==> config.mk <==
export PLATFORM = sky130hd
export DESIGN_NAME = ais_cell
export DESIGN_NICKNAME = d
export VERILOG_FILES = /design/src/rtl/core/ascending_integer_sorter_unit_macros.svh /design/src/rtl/core/ais_pkg.sv /design/src/rtl/core/ais_cell.sv
export SDC_FILE = /design/constraint.sdc
export NUM_CORES = 1
export LEC_CHECK = 0
export ABC_AREA = 1
export BUFFER_PORTS_ARGS = -buffer_cell sky130_fd_sc_hd__buf_2
export CORE_ASPECT_RATIO = 2
export CORE_MARGIN = 2
export CORE_UTILIZATION = 45
export DETAILED_ROUTE_END_ITERATION = 8
export HOLD_SLACK_MARGIN = 0.03
export PLACE_DENSITY = 0.81
export SETUP_SLACK_MARGIN = 0.05
export SYNTH_ARGS = -nofsm -noshare
export SYNTH_HDL_FRONTEND = slang
export SYNTH_SLANG_ARGS = --single-unit
==> constraint.sdc <==
create_clock -name clk -period 5 [get_ports clk]
set_clock_uncertainty 0.1 [all_clocks]
set_input_delay 1 -clock clk [delete_from_list [all_inputs] [get_ports clk]]
set_output_delay 1 -clock clk [all_outputs]
set_load 0.05 [all_outputs]
==> src/rtl/core/ascending_integer_sorter_unit_macros.svh <==
// ----------------------------------------------------------------------------
// Assertion macros for the ascending integer sorter
// Shared property forms for the clocked checks of the sorter.
// ----------------------------------------------------------------------------
`ifndef ASCENDING_INTEGER_SORTER_UNIT_MACROS_SVH
`define ASCENDING_INTEGER_SORTER_UNIT_MACROS_SVH

// Same-cycle implication, checked on every rising edge out of reset.
`define AIS_ASSERT_NOW(label, ante, cons, msg) \
  label: assert property (@(posedge clk) disable iff (!rst_n) (ante) |-> (cons)) \
    else $error(msg);

// Next-cycle implication, checked on every rising edge out of reset.
`define AIS_ASSERT_NEXT(label, ante, cons, msg) \
  label: assert property (@(posedge clk) disable iff (!rst_n) (ante) |=> (cons)) \
    else $error(msg);

`endif

==> src/rtl/core/ais_pkg.sv <==
// ----------------------------------------------------------------------------
// Ascending integer sorter package
// Types and codes shared by the sorter cells and the top level.
// ----------------------------------------------------------------------------
package ais_pkg;

  // Width of one held value.
  localparam int VALUE_W = 32;

  // Operation codes of an input transaction.
  typedef enum logic {
    FUNC_INSERT = 1'b0,
    FUNC_DRAIN  = 1'b1
  } func_t;

  // Status codes of a result transaction.
  typedef enum logic [1:0] {
    ST_OK    = 2'd0,
    ST_EMPTY = 2'd1,
    ST_FULL  = 2'd2
  } status_t;

  // Per-cycle command broadcast to every cell of the chain.
  typedef struct packed {
    logic ins;  // insert the broadcast value, shift larger values up
    logic drn;  // shift every value one cell down toward cell 0
  } cell_ctrl_t;

endpackage

==> src/rtl/core/ais_cell.sv <==
// ----------------------------------------------------------------------------
// Sorter cell
// Holds one value of the ascending chain. On insert it keeps its value, takes
// the new value or takes its lower neighbor's value; on drain it takes its
// upper neighbor's value.
// ----------------------------------------------------------------------------
module ais_cell
  import ais_pkg::*;
(
  input  logic                      clk,
  input  cell_ctrl_t                ctrl,
  input  logic signed [VALUE_W-1:0] ins_value,
  input  logic                      occ,
  input  logic                      prev_take,
  input  logic signed [VALUE_W-1:0] prev_value,
  input  logic signed [VALUE_W-1:0] next_value,
  output logic signed [VALUE_W-1:0] value,
  output logic                      take
);

  logic signed [VALUE_W-1:0] value_r;
  logic signed [VALUE_W-1:0] value_nxt;

  // An empty cell acts as plus infinity, so the new value lands there at the latest.
  assign take = !occ || (ins_value < value_r);

  // Choose the next held value from the command and the neighbor decision.
  always_comb begin
    value_nxt = value_r;
    if (ctrl.ins) begin
      if (prev_take) begin
        value_nxt = prev_value;
      end else if (take) begin
        value_nxt = ins_value;
      end
    end else if (ctrl.drn) begin
      value_nxt = next_value;
    end
  end

  // Value register; its contents only matter while the cell is occupied.
  always_ff @(posedge clk) begin
    value_r <= value_nxt;
  end

  assign value = value_r;

endmodule

==> results of run 1 <==
[critical path: cells and delay by family]
kind	cells	cell delay [ps]
compound gates	3	390
buf+inv	2	370
fa+ha+maj	1	280
simple gates	4	340
[worst paths after layout]
path	from	end	slack, ps	cells after the start
worst min register to register	value[31]$_DFFE_PP_	value[27]$_DFFE_PP_	1260	7
worst max register to register	value[19]$_DFFE_PP_	value[11]$_DFFE_PP_	2320	12
worst min-delay path	next_value[28]	value[28]$_DFFE_PP_	900	3
worst max-delay path	ins_value[19]	take	1500	10
[cell usage in the layout, fill, tap and decap left out, drive strengths merged]
cell / count
clkbuf: 7
nor3: 2
ha: 31
a21oi: 14
nor2: 43
inv: 43
or2: 1
nand2: 64
buf: 135
nand4: 2
clkinv: 1
edfxtp: 32
o21ai: 68
nand3: 5
[per-layer routing]
| layer | up-vias | part of all wire | wire length (um) | global-route usage |
|---|---|---|---|---|
| met2 | 107 | 0.48 | 2997 | 0.3731 |
| met3 | 4 | 0.080 | 507 | 0.04665 |
| li1 | 1315 | - | - | - |
| met1 | 1090 | 0.44 | 2744 | 0.2743 |
| met4 | 0 | 0.0087 | 55 | 0.06122 |
| met5 | - | 0 | 0 | 0 |
[layout make-up]
| type | instances | area [sq um] |
|---|---|---|
| inverter | 43 | 161.4 |
| fill | 500 | 2086 |
| clock buffer | 7 | 76.32 |
| multi-input combinational | 230 | 1281 |
| sequential | 32 | 960.9 |
| timing repair buffer | 135 | 680.7 |
| tap | 60 | 75.07 |
| clock inverter | 1 | 3.754 |
[cell families (layout without fill, tap and decap cells)]
group           after synthesis  in the layout  share of synthesized area
flops                        32             32                     0.3922
fa+ha+maj                    31             31                     0.1583
buf+inv                      55            186                    0.08478
compound gates               82             82                     0.1736
simple gates                117            117                     0.1910
[where the power goes]
group	switching (mW)	internal, mW
sequential	0.0138	0.334
combinational	0.230	0.106
clock	0.0889	0.0967
==> out/results.ini, run 1 <==
[layout]
drive_gt1_frac=0.3326
fin_util=0.6083
final_cells=508
nets=579
fin_area_sq_mm=0.003239
diodes=0
area_delta_synth_final_pct=32.23
largest_register_ffs=32

[worst_hold_path]
hold_path.class=input pin to flop

[global_routing]
grt_usage=0.2177
grt_pass1_wl_um=10580
grt_remaining_overflow=0
grt_pass1_vias=2471
antenna_found_initial=0
grt_max_degree=35

[clocking]
cts_max_path_buffers=2
cts.sinks=32
cts_setup_buffers=0
clock_latency_ps=280
ctsHtreeMaxLevel=2
cts_root_buffer=clkbuf_8
hold_buffers=0
tritoncts=yes
cts.reportedPaths.clkPinSlew_ps=60
cts_buffers=5
ctsResizeCount=0

[critical_path]
crit_path_start_kind=input pin
critPathSlowestCell=ha_1
end_kind=primary output
crit_chain=buf_2 -> ha_1 -> a21oi_1 -> o21ai_1 -> nand2_1 -> nand3_1 -> a21oi_2 -> nand3_1 -> nand3_1 -> buf_2
crit_path_frequent_cell=nand3_1
slowest_delay_ps=280
crit_required_ps=3900
critical_path_class=input pin to primary output
worst-path-max-fanout=2
cp.arrival_ps=2400

[status]
status=completed

[sta]
hold_slack_ps=899.7
clock.fmax_mhz=285.9
finalSetupTns_ps=0
max-slew-margin-rel=0.3022
rsz0062_at_grt=no
setup_violations=0
hold_viol_final=0
period_share=0.6994
fin_ws_ps=1503
worst_slew_pin_slew_ps=1045
period_needed_ps=3497
finalMaxSlewViolations=0

[synth]
ys_ff_latch=32
yosysTopAreaCell=edfxtp_1
ys_warn_count=0
avgSynthCellArea_sq_um=7.728
yosys.area.top_type_share=0.3922
synth_commonest_cells=nand2_1 (64), o21ai_0 (64), inv_1 (42), nor2_1 (42), edfxtp_1 (32)
ys_seq_area_frac=0.3922
dominantRegCellSynth=edfxtp_1
netlist_instances=317
syn_nets=449
async_flop_share=0
synth_edf_count=32
synth_area_sq_mm=0.002450
synthTopCellsByArea=edfxtp_1 (39%), ha_1 (16%), o21ai_0 (13%), nand2_1 (9.8%), inv_1 (6.4%)
yosysUniqueCellTypes=17

[placement]
placed_cells=500
portBuffers=133
gp_congestion=0.7981
post_dp_cell_area_sq_mm=0.003159
dp_slack_ps=1473
dpl.hpwl_um=4867

[routing]
drcViolationCount=0
vias_per_cell=4.953
vias=2516
wl_um=6304
wl_per_cell_um=12.41
ant_nets=0
initialDrtViolationCount=179
firstDrtPassIters=4

[power]
finalPower_mw=0.8694
p_per_area_mw_per_mm2=268.4
p_leak_nw=1.714
ir_drop_mv=0.2529

[die]
initial_utilization=0.4601
core-area_sq_mm=0.005325
boundaryPins=134
die_area_sq_mm=0.006086
core.rowCount=38
die_height_um=108.3
dieWidth_um=56.18

[run]
maxCapViolations=0

No activity file was read; power rests on OpenSTA's default activity.
==> run 2: changes to the inputs <==
--- a/config.mk
+++ b/config.mk
@@ -5,14 +5,14 @@
 export SDC_FILE = /design/constraint.sdc
 export NUM_CORES = 1
 export LEC_CHECK = 0
-export ABC_AREA = 1
+export ABC_AREA = 0
 export BUFFER_PORTS_ARGS = -buffer_cell sky130_fd_sc_hd__buf_2
 export CORE_ASPECT_RATIO = 2
 export CORE_MARGIN = 2
-export CORE_UTILIZATION = 45
+export CORE_UTILIZATION = 41
 export DETAILED_ROUTE_END_ITERATION = 8
 export HOLD_SLACK_MARGIN = 0.03
-export PLACE_DENSITY = 0.81
+export PLACE_DENSITY = 0.78
 export SETUP_SLACK_MARGIN = 0.05
 export SYNTH_ARGS = -nofsm -noshare
 export SYNTH_HDL_FRONTEND = slang
==> constraint.sdc (replaced) <==
create_clock -name clk -period 3.2 [get_ports clk]
set_clock_uncertainty 0.1 [all_clocks]
set_input_delay 0.64 -clock clk [delete_from_list [all_inputs] [get_ports clk]]
set_output_delay 0.64 -clock clk [all_outputs]
set_load 0.05 [all_outputs]
==> run 2 against run 1 <==
Clock-buffer cell count decreased by 2. Sequential cell count did not move. Final cell count fell by 11%. Power rose by 79%. Critical endpoint unchanged. Synthesized cell count shrank 20%. Worst setup slack worse by 1400 ps.
==> out/results.ini, run 2 <==
[status]
status=completed

[synth]
ys_warn_count=0
ys_seq_area_frac=0.4002
synth_top_family_by_area=adder cells
synthTopCellsByArea=edfxtp_1 (40%), ha_1 (16%), mux2i_1 (13%), a21oi_1 (9.4%), nor2_1 (5.8%)
synth_mux_area_frac=0.1334
dominantRegCellSynth=edfxtp_1
synth_commonest_cells=a21oi_1 (45), nor2_1 (37), edfxtp_1 (32), mux2i_1 (32)
ys_ff_latch=32
synth_edf_count=32
netlist_instances=253
synthXorXnorAreaFrac=0.003648
yosys.area.top_type_share=0.4002
yosys.area_share.simple=0.09745
synth_area_sq_mm=0.002401
yosysUniqueCellTypes=24
async_flop_share=0
synth-compound-area-share=0.1365
synth_adder_area_share=0.1615
synth_most_common_cell=a21oi_1
syn_nets=385
yosysTopAreaCell=edfxtp_1
avgSynthCellArea_sq_um=9.490

[sta]
finalSetupTns_ps=0
max-slew-margin-rel=0.6243
rsz0062_at_grt=yes
finalMaxSlewViolations=0
period_share=0.9676
clock.fmax_mhz=323.0
worst_slew_pin_slew_ps=563.5
hold_viol_final=0
period_needed_ps=3096
setup_violations=0

[power]
cell_internal_pwr_mw=1.017
combPwrFrac=0.377
p_leak_nw=1.774
p_switching_mw=0.5428
switching_share=0.3479
clkPwrFrac=0.275
p_per_area_mw_per_mm2=444.7
ir_drop_mv=0.4135
p_seq_frac=0.348

[die]
initial_utilization=0.4242
core.rowCount=39
dieWidth_um=58.11
die_height_um=112.2
die_area_sq_mm=0.006521
boundaryPins=134
core-area_sq_mm=0.005660

[clocking]
ctsHtreeMaxLevel=2
cts_setup_buffers=0
tritoncts=yes
clock_latency_ps=270
cts_buffers=5
cts.reportedPaths.clkPinSlew_ps=50
cts.sinks=32
cts_root_buffer=clkbuf_16
cts_max_path_buffers=2

[critical_path]
worstReg2RegStart=value[21]$_DFFE_PP_
crit_required_ps=2460
slowest_delay_ps=340
rrSetupSlack_ps=510
end_kind=primary output
crit_chain=buf_2 -> ha_4 -> a21oi_2 -> o21ai_1 -> a221o_1 -> a311oi_2 -> o31a_1 -> xor2_2 -> nand2_2 -> buf_8
path_buf_inv=2
crit_path_start_kind=input pin
endpoint=take
critPathSlowestCell=a221o_1
cp.depth=10
worst-path-max-fanout=2
critPathTopFamily=compound AO/OA/AOI/OAI gates
critPathLaunch=ins_value[21]
cp.arrival_ps=2360
critical_path_class=input pin to primary output
timing.rr.end=value[8]$_DFFE_PP_
worst_r2r_path_depth=11

[global_routing]
grt_usage=0.1990
grt_pass1_vias=2423
grt_pass1_wl_um=10110
grt_remaining_overflow=0
antenna_found_initial=0
grt_max_degree=35

[layout]
area_delta_synth_final_pct=46.12
final_common_cell=buf_2
drive_gt1_frac=0.4319
diodes=0
nets=521
largest_register_ffs=32
mostFrequentLayoutCells=buf_2 (131), a21oi_1 (42), nor2_1 (37), mux2i_1 (32), edfxtp_1 (32)
fin_area_sq_mm=0.003508

[routing]
initialDrtViolationCount=54
ant_nets=0
drcViolationCount=0
wl_um=6330
vias=2314
vias_per_cell=5.142
firstDrtPassIters=4
wl_per_cell_um=14.07

[placement]
gp_congestion=0.7650
portBuffers=133
post_dp_cell_area_sq_mm=0.003222
dpl.hpwl_um=5109

[run]
maxCapViolations=0

[worst_hold_path]
hold_path.class=input pin to flop

==> run 2: changes by cell type in the layout (fill, tap and decap cells not counted), sizes merged, moves of 5 or more <==
cell,change
a21oi,+32
buf,+5
inv,-12
o21ai,-64
nand2,-55
mux2i,+32
nor2,-6
==> run 2: cell type report <==
type                            instances  area, sq um
Tap cell                               61        76.32
Timing Repair Buffer                  140        763.2
Sequential cell                        32        960.9
Fill cell                             492         2152
Multi-Input combinational cell        179         1459
Clock inverter                          2        7.507
Clock buffer                            5        125.1
Inverter                               31        116.4
==> run 2: metal layers <==
layer  up-vias  track usage  routed length [um]
li1       1179            -                   -
met5         -            0                   0
met3        10      0.03111                 291
met2        75       0.3924                3703
met4         0      0.06822                 141
met1      1050       0.1978                2194
==> run 2: kinds of logic after synthesis <==
family | count (synthesis)
DFF | 32
xor gates and xnor gates | 1
AOI/OAI and AO/OA | 59
buffers and inverters | 42
adders and majority gates | 31
muxes | 32
and+or+nand+nor | 56
==> run 2: worst min-delay path, stage by stage <==
cell     delay (ps)
buf_2            70
nor2_1           30
a21oi_1          90
==> run 2: power by group through the flow <==
stage | sequential (mW) | clock (mW) | combinational (mW)
2_1_floorplan | 0.706 | 0 | 0.213
3_3_place_gp | 0.549 | 0 | 0.538
3_5_place_dp | 0.551 | 0 | 0.550
4_1_cts | 0.543 | 0.442 | 0.582
5_1_grt | 0.548 | 0.457 | 0.643
6_report | 0.543 | 0.428 | 0.589
==> run 2: worst min path at each step <==
stage | start | endpoint | slack, ps | cells past startpoint
after floorplan | next_value[30] | value[30]$_DFFE_PP_ | 770 | 2
after global placement | next_value[22] | value[22]$_DFFE_PP_ | 850 | 3
after detailed placement | next_value[18] | value[18]$_DFFE_PP_ | 860 | 3
after CTS | next_value[25] | value[25]$_DFFE_PP_ | 590 | 3
after global routing | next_value[24] | value[24]$_DFFE_PP_ | 590 | 3
final | next_value[5] | value[5]$_DFFE_PP_ | 590 | 3
==> run 2: stage by stage <==
step	hold WS, ps	power (mW)	std cells	setup WS, ps	util
finish	593.8	1.560	450	103.8	0.6198
global route	594.0	1.648	450	-0.1450	0.6198
CTS	585.8	1.567	450	29.18	0.6143
floorplan	765.6	0.9191	253	57.36	-
detailed placement	864.1	1.101	443	-82.81	0.5692
global placement	854.8	1.088	443	-91.04	0.5692
==> run 2: what timing repair did <==
item | CTS | global route
gates resized for setup | 17 | 7
setup endpoints to repair | 1 | 1
cloned | 0 | 0
hold buffers | 0 | 0
pin swaps | 12 | 10
endpoints found under the hold margin | 0 | 0
